## src/design/lisr_pkg.sv

```systemverilog
// Shared constants and types for the linear-interpolation stereo resampler.
`timescale 1ns / 1ps
`default_nettype none

package lisr_pkg;

   localparam int SAMPLE_BITS_DEF = 24;
   localparam int FRAC_BITS_DEF   = 24;
   // Integer bits kept above the binary point of the read position.
   localparam int PHASE_INT_BITS  = 4;
   // Most output frames one input frame may produce.
   localparam int MAX_RUN         = 6;
   localparam int CNT_BITS        = $clog2(MAX_RUN + 1);

   typedef enum logic [2:0] {
      ST_IDLE,
      ST_CHECK,
      ST_MUL_L,
      ST_MUL_R,
      ST_RND_R,
      ST_PUSH
   } seq_state_type;

endpackage : lisr_pkg

`default_nettype wire

```

## src/design/linear_interp_stereo_resampler_core.sv

```systemverilog
// Top level: linear-interpolation stereo resampler with one shared multiplier.
`timescale 1ns / 1ps
`default_nettype none

// Linear-interpolation stereo resampler. Each accepted request is one stereo
// frame; the core holds the previous frame and a read position with FRAC_BITS
// fraction bits, and emits prev + (cur - prev) * frac per channel while the
// position is below 1.0, advancing it by csr_phase_step each time. The first
// frame after reset is only stored when the step is not 1.0, a position of
// 1.0 or more skips the frame, and a step of exactly 1.0 passes frames through
// unchanged. req_stall is high while a frame is being worked on. A frame gives
// at most 6 results, and each may wait in the push step on rsp_stall. One
// multiplier is shared by both channels: the left product is formed, then the
// right product while the left is rounded, then the right is rounded. The
// result register lets the next request be taken while the last result is
// still waiting.
module linear_interp_stereo_resampler_core
   import lisr_pkg::*;
#(
   parameter int SAMPLE_BITS = SAMPLE_BITS_DEF,
   parameter int FRAC_BITS   = FRAC_BITS_DEF
) (
   input  wire logic                                  clock,
   input  wire logic                                  reset,
   input  wire logic                                  csr_we,
   input  wire logic [FRAC_BITS+PHASE_INT_BITS-1:0]   csr_phase_step,
   input  wire logic                                  req_valid,
   output logic                                       req_stall,
   input  wire logic signed [SAMPLE_BITS-1:0]         req_left_in,
   input  wire logic signed [SAMPLE_BITS-1:0]         req_right_in,
   output logic                                       rsp_valid,
   input  wire logic                                  rsp_stall,
   output logic signed [SAMPLE_BITS-1:0]              rsp_left_out,
   output logic signed [SAMPLE_BITS-1:0]              rsp_right_out,
   output logic                                       rsp_run_last
);

   localparam int PHASE_W = FRAC_BITS + PHASE_INT_BITS;
   localparam int DIFF_W  = SAMPLE_BITS + 1;
   localparam int PROD_W  = SAMPLE_BITS + FRAC_BITS + 1;
   localparam logic [PHASE_W-1:0]  ONE_PH   = PHASE_W'(1) << FRAC_BITS;
   localparam logic [PROD_W-1:0]   HALF     = PROD_W'(1) << (FRAC_BITS - 1);
   localparam logic [CNT_BITS-1:0] MAX_CNT  = CNT_BITS'(MAX_RUN);
   localparam logic [CNT_BITS-1:0] LAST_CNT = CNT_BITS'(MAX_RUN - 1);

   seq_state_type state_ff, state_in;

   logic [PHASE_W-1:0]     step_ff, step_in;
   logic [PHASE_W-1:0]     phase_ff, phase_in;
   logic [CNT_BITS-1:0]    count_ff, count_in;
   logic                   have_prev_ff, have_prev_in;
   logic                   pass_ff, pass_in;
   logic [SAMPLE_BITS-1:0] prev_l_ff, prev_l_in;
   logic [SAMPLE_BITS-1:0] prev_r_ff, prev_r_in;
   logic [SAMPLE_BITS-1:0] cur_l_ff, cur_l_in;
   logic [SAMPLE_BITS-1:0] cur_r_ff, cur_r_in;
   logic [SAMPLE_BITS-1:0] res_l_ff, res_l_in;
   logic [SAMPLE_BITS-1:0] res_r_ff, res_r_in;
   logic [PROD_W-1:0]      prod_ff, prod_in;
   logic                   rsp_valid_ff, rsp_valid_in;
   logic [SAMPLE_BITS-1:0] rsp_l_ff, rsp_l_in;
   logic [SAMPLE_BITS-1:0] rsp_r_ff, rsp_r_in;
   logic                   rsp_last_ff, rsp_last_in;

   logic                      req_take;
   logic                      slot_free;
   logic                      below_one;
   logic [PHASE_W-1:0]        phase_sum;
   logic                      last_of_run;
   logic [DIFF_W-1:0]         diff;
   logic signed [PROD_W:0]    mul_full;
   logic [PROD_W-1:0]         rnd_sum;
   logic [DIFF_W-1:0]         rnd_q;
   logic [SAMPLE_BITS-1:0]    prev_sel;
   logic [DIFF_W-1:0]         interp_full;

   // Shared datapath: the channel is chosen by the sequencer state.
   always_comb begin
      if (state_ff == ST_MUL_R) begin
         diff = {cur_r_ff[SAMPLE_BITS-1], cur_r_ff} - {prev_r_ff[SAMPLE_BITS-1], prev_r_ff};
         prev_sel = prev_l_ff;
      end else begin
         diff = {cur_l_ff[SAMPLE_BITS-1], cur_l_ff} - {prev_l_ff[SAMPLE_BITS-1], prev_l_ff};
         prev_sel = prev_r_ff;
      end
   end

   assign mul_full    = $signed(diff) * $signed({1'b0, phase_ff[FRAC_BITS-1:0]});
   assign rnd_sum     = prod_ff + HALF;
   assign rnd_q       = rnd_sum[PROD_W-1:FRAC_BITS];
   assign interp_full = rnd_q + {prev_sel[SAMPLE_BITS-1], prev_sel};

   assign below_one   = (phase_ff[PHASE_W-1:FRAC_BITS] == '0);
   assign phase_sum   = phase_ff + step_ff;
   assign last_of_run = pass_ff || (phase_sum[PHASE_W-1:FRAC_BITS] != '0) ||
                        (count_ff == LAST_CNT);

   assign slot_free = !rsp_valid_ff || !rsp_stall;
   assign req_stall = (state_ff != ST_IDLE);
   assign req_take  = req_valid && (state_ff == ST_IDLE);

   always_comb begin
      state_in     = state_ff;
      step_in      = csr_we ? csr_phase_step : step_ff;
      phase_in     = phase_ff;
      count_in     = count_ff;
      have_prev_in = have_prev_ff;
      pass_in      = pass_ff;
      prev_l_in    = prev_l_ff;
      prev_r_in    = prev_r_ff;
      cur_l_in     = cur_l_ff;
      cur_r_in     = cur_r_ff;
      res_l_in     = res_l_ff;
      res_r_in     = res_r_ff;
      prod_in      = prod_ff;
      rsp_valid_in = rsp_valid_ff && rsp_stall;
      rsp_l_in     = rsp_l_ff;
      rsp_r_in     = rsp_r_ff;
      rsp_last_in  = rsp_last_ff;

      unique case (state_ff)
         ST_IDLE: begin
            if (req_take) begin
               if (step_ff == ONE_PH) begin
                  res_l_in     = req_left_in;
                  res_r_in     = req_right_in;
                  prev_l_in    = req_left_in;
                  prev_r_in    = req_right_in;
                  have_prev_in = 1'b1;
                  pass_in      = 1'b1;
                  state_in     = ST_PUSH;
               end else if (!have_prev_ff) begin
                  prev_l_in    = req_left_in;
                  prev_r_in    = req_right_in;
                  have_prev_in = 1'b1;
               end else begin
                  cur_l_in = req_left_in;
                  cur_r_in = req_right_in;
                  count_in = '0;
                  pass_in  = 1'b0;
                  state_in = ST_CHECK;
               end
            end
         end
         ST_CHECK: begin
            if (below_one && (count_ff != MAX_CNT)) begin
               state_in = ST_MUL_L;
            end else begin
               // End of frame: a capped run drops the position to zero.
               phase_in  = below_one ? '0 : (phase_ff - ONE_PH);
               prev_l_in = cur_l_ff;
               prev_r_in = cur_r_ff;
               state_in  = ST_IDLE;
            end
         end
         ST_MUL_L: begin
            prod_in  = mul_full[PROD_W-1:0];
            state_in = ST_MUL_R;
         end
         ST_MUL_R: begin
            prod_in  = mul_full[PROD_W-1:0];
            res_l_in = interp_full[SAMPLE_BITS-1:0];
            state_in = ST_RND_R;
         end
         ST_RND_R: begin
            res_r_in = interp_full[SAMPLE_BITS-1:0];
            state_in = ST_PUSH;
         end
         ST_PUSH: begin
            if (slot_free) begin
               rsp_valid_in = 1'b1;
               rsp_l_in     = res_l_ff;
               rsp_r_in     = res_r_ff;
               rsp_last_in  = last_of_run;
               if (pass_ff) begin
                  pass_in  = 1'b0;
                  state_in = ST_IDLE;
               end else begin
                  phase_in = phase_sum;
                  count_in = count_ff + CNT_BITS'(1);
                  state_in = ST_CHECK;
               end
            end
         end
         default: begin
            state_in = ST_IDLE;
         end
      endcase
   end

   always_ff @(posedge clock) begin
      if (reset) begin
         state_ff     <= ST_IDLE;
         step_ff      <= ONE_PH;
         phase_ff     <= '0;
         count_ff     <= '0;
         have_prev_ff <= 1'b0;
         pass_ff      <= 1'b0;
         prev_l_ff    <= '0;
         prev_r_ff    <= '0;
         rsp_valid_ff <= 1'b0;
      end else begin
         state_ff     <= state_in;
         step_ff      <= step_in;
         phase_ff     <= phase_in;
         count_ff     <= count_in;
         have_prev_ff <= have_prev_in;
         pass_ff      <= pass_in;
         prev_l_ff    <= prev_l_in;
         prev_r_ff    <= prev_r_in;
         rsp_valid_ff <= rsp_valid_in;
      end
   end

   always_ff @(posedge clock) begin
      cur_l_ff    <= cur_l_in;
      cur_r_ff    <= cur_r_in;
      res_l_ff    <= res_l_in;
      res_r_ff    <= res_r_in;
      prod_ff     <= prod_in;
      rsp_l_ff    <= rsp_l_in;
      rsp_r_ff    <= rsp_r_in;
      rsp_last_ff <= rsp_last_in;
   end

   assign rsp_valid     = rsp_valid_ff;
   assign rsp_left_out  = rsp_l_ff;
   assign rsp_right_out = rsp_r_ff;
   assign rsp_run_last  = rsp_last_ff;

   // A new result transaction only ever comes from the push step.
   a_rsp_from_push: assert property (@(posedge clock) disable iff (reset)
      ($rose(rsp_valid_ff) |-> $past(state_ff) == ST_PUSH))
      else $error("result appeared outside push step");

   a_count_cap: assert property (@(posedge clock) disable iff (reset)
      (count_ff <= MAX_CNT))
      else $error("output run count above cap");

   // Interpolation only starts with the read position below 1.0.
   a_mul_frac: assert property (@(posedge clock) disable iff (reset)
      (state_ff == ST_MUL_L |-> below_one && !pass_ff))
      else $error("multiply started with position at or above 1.0");

   a_pass_single: assert property (@(posedge clock) disable iff (reset)
      (state_ff == ST_PUSH && slot_free && pass_ff |=> state_ff == ST_IDLE && rsp_run_last))
      else $error("pass-through frame not closed as a single result");

endmodule : linear_interp_stereo_resampler_core

`default_nettype wire
```

## config.mk

```make
export PLATFORM = sky130hd
export DESIGN_NAME = linear_interp_stereo_resampler_core
export DESIGN_NICKNAME = d
export VERILOG_FILES = /design/src/design/lisr_pkg.sv /design/src/design/linear_interp_stereo_resampler_core.sv
export SDC_FILE = /design/constraint.sdc
export NUM_CORES = 2
export LEC_CHECK = 0
export ABC_AREA = 1
export CAP_MARGIN = 10
export CORE_MARGIN = 2
export CORE_UTILIZATION = 55
export CTS_CLUSTER_DIAMETER = 30
export DETAILED_ROUTE_END_ITERATION = 8
export DONT_BUFFER_PORTS = 1
export GPL_ROUTABILITY_DRIVEN = 0
export PLACE_DENSITY = 0.76
export SLEW_MARGIN = 25
export SYNTH_ARGS = -nofsm -noshare
export SYNTH_HDL_FRONTEND = slang
export SYNTH_SLANG_ARGS = --single-unit
```

## constraint.sdc

```tcl
create_clock -name clock -period 10.8 [get_ports clock]
set_input_delay 1.08 -clock clock [delete_from_list [all_inputs] [get_ports clock]]
set_output_delay 1.08 -clock clock [all_outputs]
set_load 0.02 [all_outputs]
```

# After elaboration in Yosys (flattened, before gate mapping)
# Cells that the tools add are included.
# totals
elab_cells,114
out_inout_bits,51
reg_bits,306
in_bits,81
# op_classes
n_eq_ne,17
muxes,43
multipliers,1
add_sub_neg,7
n_bitwise,1
n_reduce_logical,28
# op_table
operator,n
24-bit 2-to-1 mux,13
24-bit case mux with 2 select lines,4
28-bit 2-to-1 mux,4
28-bit case mux with 2 select lines,1
24-bit by 24-bit subtractor with 25-bit output,2
"48-bit by 24-bit adder with 48-bit output, second input constant",1
25-bit by 25-bit multiplier with 48-bit output,1
28-bit adder,1
"28-bit by 25-bit == test with 1-bit output, second input constant",1
"28-bit by 25-bit subtractor with 28-bit output, second input constant",1
3-bit 2-to-1 mux,9
25-bit 2-to-1 mux,1
24-bit adder,1
3-bit case mux with 6 select lines,1
4-bit AND reduction,4
"2-bit inequality test, second input constant",6
2-bit nonzero test,5
"3-bit == test, second input constant",3
3-bit AND reduction,3
1-bit 2-to-1 mux,7
"3-bit by 2-bit == test with 1-bit output, second input constant",2
"3-bit by 2-bit inequality test with 1-bit output, second input constant",2
3-bit case mux with 2 select lines,1
6-bit AND reduction,1
other kinds (16),22

# Longest topological paths before layout
# depth
depth_word,4
ltp_mapped,45
mapped_depth_nobuf,44

# Worst setup path after synthesis
# No wires, ideal clock.
# synth_path
path_kind,reg-to-reg
from,register cur_r_ff[0]
to,register prod_ff[46] (data pin)
stages_incl_launch_ff,38
period_less_slack_ns,7.773
setup_slack_ns,3.027
setup_time_ns,0.258
arrival_ns,7.515
path_buffers,1
cell_sequence,edfxtp_1 -> inv_1 -> ha_1 -> fa_1 -> inv_1 -> nand2_1 -> nand2_1 -> nand3_1 -> nand2_1 -> nand2_1 -> nand3_1 -> nand2_1 -> nand3_1 -> nand2_2 -> inv_1 -> nand2_1 -> fa_1 -> fa_1 -> (+2 left out) -> buf_1 -> xnor2_1 -> ha_1 -> o21bai_1 -> fa_1 -> fa_1 -> inv_1 -> fa_1 -> inv_1 -> ha_1 -> nand2_1 -> a21oi_1 -> nor2_1 -> o211a_1 -> o21ai_0 -> a21oi_1 -> nand2_1 -> xor2_1
# synth_via
elab_chain_len,3
# synth_lines
item,line_no,text
"start, declared",linear_interp_stereo_resampler_core.sv:56,"logic [SAMPLE_BITS-1:0] cur_r_ff, cur_r_in;"
"start signal, assigned",linear_interp_stereo_resampler_core.sv:217,cur_r_ff <= cur_r_in;
24-bit by 24-bit subtractor with 25-bit output,linear_interp_stereo_resampler_core.sv:80,"diff = {cur_r_ff[SAMPLE_BITS-1], cur_r_ff} - {prev_r_ff[SAMPLE_BITS-1], prev_r_ff};"
25-bit 2-to-1 mux,linear_interp_stereo_resampler_core.sv:79,if (state_ff == ST_MUL_R) begin
25-bit by 25-bit multiplier with 48-bit output,linear_interp_stereo_resampler_core.sv:88,"assign mul_full = $signed(diff) * $signed({1'b0, phase_ff[FRAC_BITS-1:0]});"
via mul_full[46],linear_interp_stereo_resampler_core.sv:71,logic signed [PROD_W:0] mul_full;
"end signal, assigned",linear_interp_stereo_resampler_core.sv:220,prod_ff <= prod_in;
"end, declared",linear_interp_stereo_resampler_core.sv:59,"logic [PROD_W-1:0] prod_ff, prod_in;"
# The timed path passes the listed nets, and every way through them passes these cells.
# A chain may end at the register's enable or synchronous reset.

# Worst setup path in the final report
# layout_path
from,register cur_r_ff[0]
to,register prod_ff[47] (data pin)
# Same word-level chain as after synthesis.

==> results_dict.tcl <==
set metrics [dict create \
    ys_warn_count 0 \
    ys_seq_area_share_pct 18.5 \
    num_rows 98 \
    grt_max_degree 97 \
    p_switching_mw 3.90 \
    post_cts_resized 0 \
    drc 0 \
    cts_tree "yes" \
    first_pass_iters 8 \
    cts_buffers 47 \
    cts_hold_buf 0 \
    final-max-slew-violation-count 0 \
    start_util_pct 55.6 \
    die_h_um 273 \
    cap_violations 0 \
    synth_top_area_share_pct 30.8 \
    cts_sinks 283 \
    layout_worst_path_cycle_share_pct 88.5 \
    vdd_drop_max_uv 179 \
    io_buffers 0 \
    criticalPathCategory "flip-flop to flip-flop" \
    cp_slowest_cell "fa_1" \
    cts.htree.levels 2 \
    internal_power_mw 3.23 \
    synthTopCellsByArea "fa_1, edfxtp_1, nand2_1" \
    worstHoldPathType "flip-flop to flip-flop" \
    synth_ff_type "edfxtp_1" \
    slew_headroom_pct 25.4 \
    core_um2 71600 \
    syn_nets 6052 \
    power_leakage_nw 21.2 \
    setup_viol 0 \
    seqPwrFrac_pct 20.7 \
    placedCellCount 5971 \
    final_nets 6003 \
    yosysMostFrequentCell "nand2_1" \
    via_count 34732 \
    die-width_um 273 \
    fmax_mhz 105 \
    start_kind "flip-flop" \
    async_reset_ff_share_pct 0 \
    crit_required_ns 11.09 \
    avgRoutedWirePerCell_um 20.5 \
    fin_cells 6060 \
    hpwlAfterDp_um 97600 \
    cp.arrival_ns 9.84 \
    grt_pass1_vias 34857 \
    ios 132 \
    grt_overflow_total 0 \
    synth_seq_cells 283 \
    wirelength_um 124000 \
    max_stage_delay_ns 1.06 \
    cp_max_fo 16 \
    areaGrowthSynthToFinish_pct 6.55 \
    die_area_um2 74500 \
    netlist_area_um2 39800 \
    postRouteAntennaNets 0 \
    cts-root-buf "clkbuf_16" \
    postCtsSetupRepairBufs 0 \
    power.share.switching_pct 54.7 \
    nFillCells 6344 \
    drtIter0Drc 3811 \
    avgViaCountPerCell 5.73 \
    setup-tns-final_ns 0 \
    clk_pin_slew_ns 0.06 \
    synthCells 5119 \
    clkLatencyLatePin_ns 0.62 \
    tightest_slew_ns 1.12 \
    regArea_um2 7370 \
    period_needed_ns 9.55 \
    cts.path.max_buffers 3 \
    synth_edf_count 170 \
    synth_cell_types 57 \
    grt_pass1_wl_um 192000 \
    worstSetupEndpointType "flip-flop" \
    outcome "finished, final reports clean" \
    drive_gt1_share_pct 4.13 \
    hold_viol_final 0 \
    synth_top_cell_by_area "fa_1" \
    multi_input_area_um2 27800 \
    grt_usage_pct 33.6 \
    finClkSkew_ns 0.0919 \
    syn_avg_cell_area_um2 7.77 \
    combPwrFrac_pct 57.0 \
    pwr-share-clk_pct 22.3 \
    antenna_found_initial 2 \
    rsz0062_at_grt "false" \
    powerDensity_nw_per_um2 168 \
    netlist_top_cells_count "nand2_1, inv_1, nor2_1, fa_1, nand3_1" \
]
[power groups by stage]
| stage | combinational [mW] | clock, mW | sequential, mW |
|---|---|---|---|
| final | 4.07 | 1.59 | 1.48 |
| after global routing | 4.28 | 1.65 | 1.50 |
| after CTS | 3.88 | 1.59 | 1.47 |
| after detailed placement | 3.84 | 0 | 1.49 |
| after global placement | 3.80 | 0 | 1.49 |
| after floorplan | 2.52 | 0 | 1.46 |
[through the flow]
step	utilization [%]	instance area [um2]	hold WS (ns)	total power, mW	setup WS (ns)
finish	59.2	42400	0.398	7.13	1.25
detailed placement	56.8	40700	0.405	5.34	1.55
global route	59.2	42400	0.420	7.42	0.657
global placement	56.8	40700	0.402	5.29	1.65
CTS	59.2	42400	0.412	6.94	1.45
floorplan	-	39800	0.400	3.98	3.03
[cells by family (layout without fill, tap and decap cells)]
kind of cell	after synthesis	count (layout)	synth area share (%)
simple gates	2194	2194	22.6
buf+inv	1199	1189	11.7
fa+ha+maj	852	852	38.4
compound gates	504	504	6.99
flops	283	283	18.5
xor+xnor	87	87	1.91
other cells	0	1	0
[cells in the final DEF, fill, tap and decap left out, drive strengths merged, types with 2 or more instances in the layout]
master / Yosys / layout
nand2: 1078 / 1078
inv: 1040 / 1054
nor2: 745 / 745
fa: 613 / 613
nand3: 257 / 257
ha: 239 / 239
a21oi: 220 / 220
o21ai: 202 / 202
edfxtp: 170 / 170
dfxtp: 113 / 113
xor2: 64 / 64
clkbuf: 87 / 49
buf: 59 / 48
nand4: 47 / 47
nor3: 30 / 30
clkinv: 13 / 29
o21bai: 23 / 23
xnor2: 23 / 23
a21o: 17 / 17
nand3b: 11 / 11
or2: 9 / 9
o21a: 8 / 8
a31oi: 8 / 8
nor4: 6 / 6
a21boi: 6 / 6
a211oi: 5 / 5
and3: 5 / 5
clkinvlp: 0 / 5
and2: 4 / 4
bufinv: 0 / 4
o211ai: 3 / 3
a31o: 3 / 3
o22ai: 2 / 2
a221oi: 2 / 2
o31ai: 2 / 2
[state kept, by name (all words and copies together) (netlist names)]
register,flops
state_ff,3
cur_r_ff,24
phase_ff,28
prev_l_ff,24
rsp_right_out,24
pass_ff,1
rsp_valid,1
prod_ff,25
res_r_ff,24
have_prev_ff,1
step_ff,28
rsp_run_last,1
rsp_left_out,24
prev_r_ff,24
count_ff,3
res_l_ff,24
cur_l_ff,24
[worst max-delay path: cells and delay by family (launching register included)]
kind | cells | cell delay, ns
fa+ha+maj | 10 | 5.33
simple gates | 15 | 1.85
flops | 1 | 0.32
compound gates | 2 | 0.41
buf+inv | 10 | 1.27
[worst paths after layout]
check	endpoint	cells after the start	slack, ns	from
worst max-delay path	prod_ff[47]	37	1.25	cur_r_ff[0]
worst min-delay path	rsp_left_out[15]	0	0.40	res_l_ff[15]
worst max register to register	prod_ff[47]	37	1.25	cur_r_ff[0]
worst min register to register	rsp_left_out[15]	0	0.40	res_l_ff[15]
[final cells by class]
class                           count  area share (%)
Antenna cell                        1         0.00590
Clock buffer                       49            2.79
Clock inverter                     39            1.22
Inverter                         1053            9.33
Multi-Input combinational cell   3637            65.6
Sequential cell                   283            17.4
Tap cell                          950            2.80
Timing Repair Buffer               48           0.850
[layer usage]
layer | vias up | track usage, % | wire length (um)
met5 | - | 0.193 | 13
met4 | 2 | 19.1 | 9080
met3 | 532 | 8.53 | 14700
met2 | 2018 | 53.1 | 55000
met1 | 16615 | 42.1 | 45200
li1 | 15565 | - | -
(Power assumes the default switching activity.)
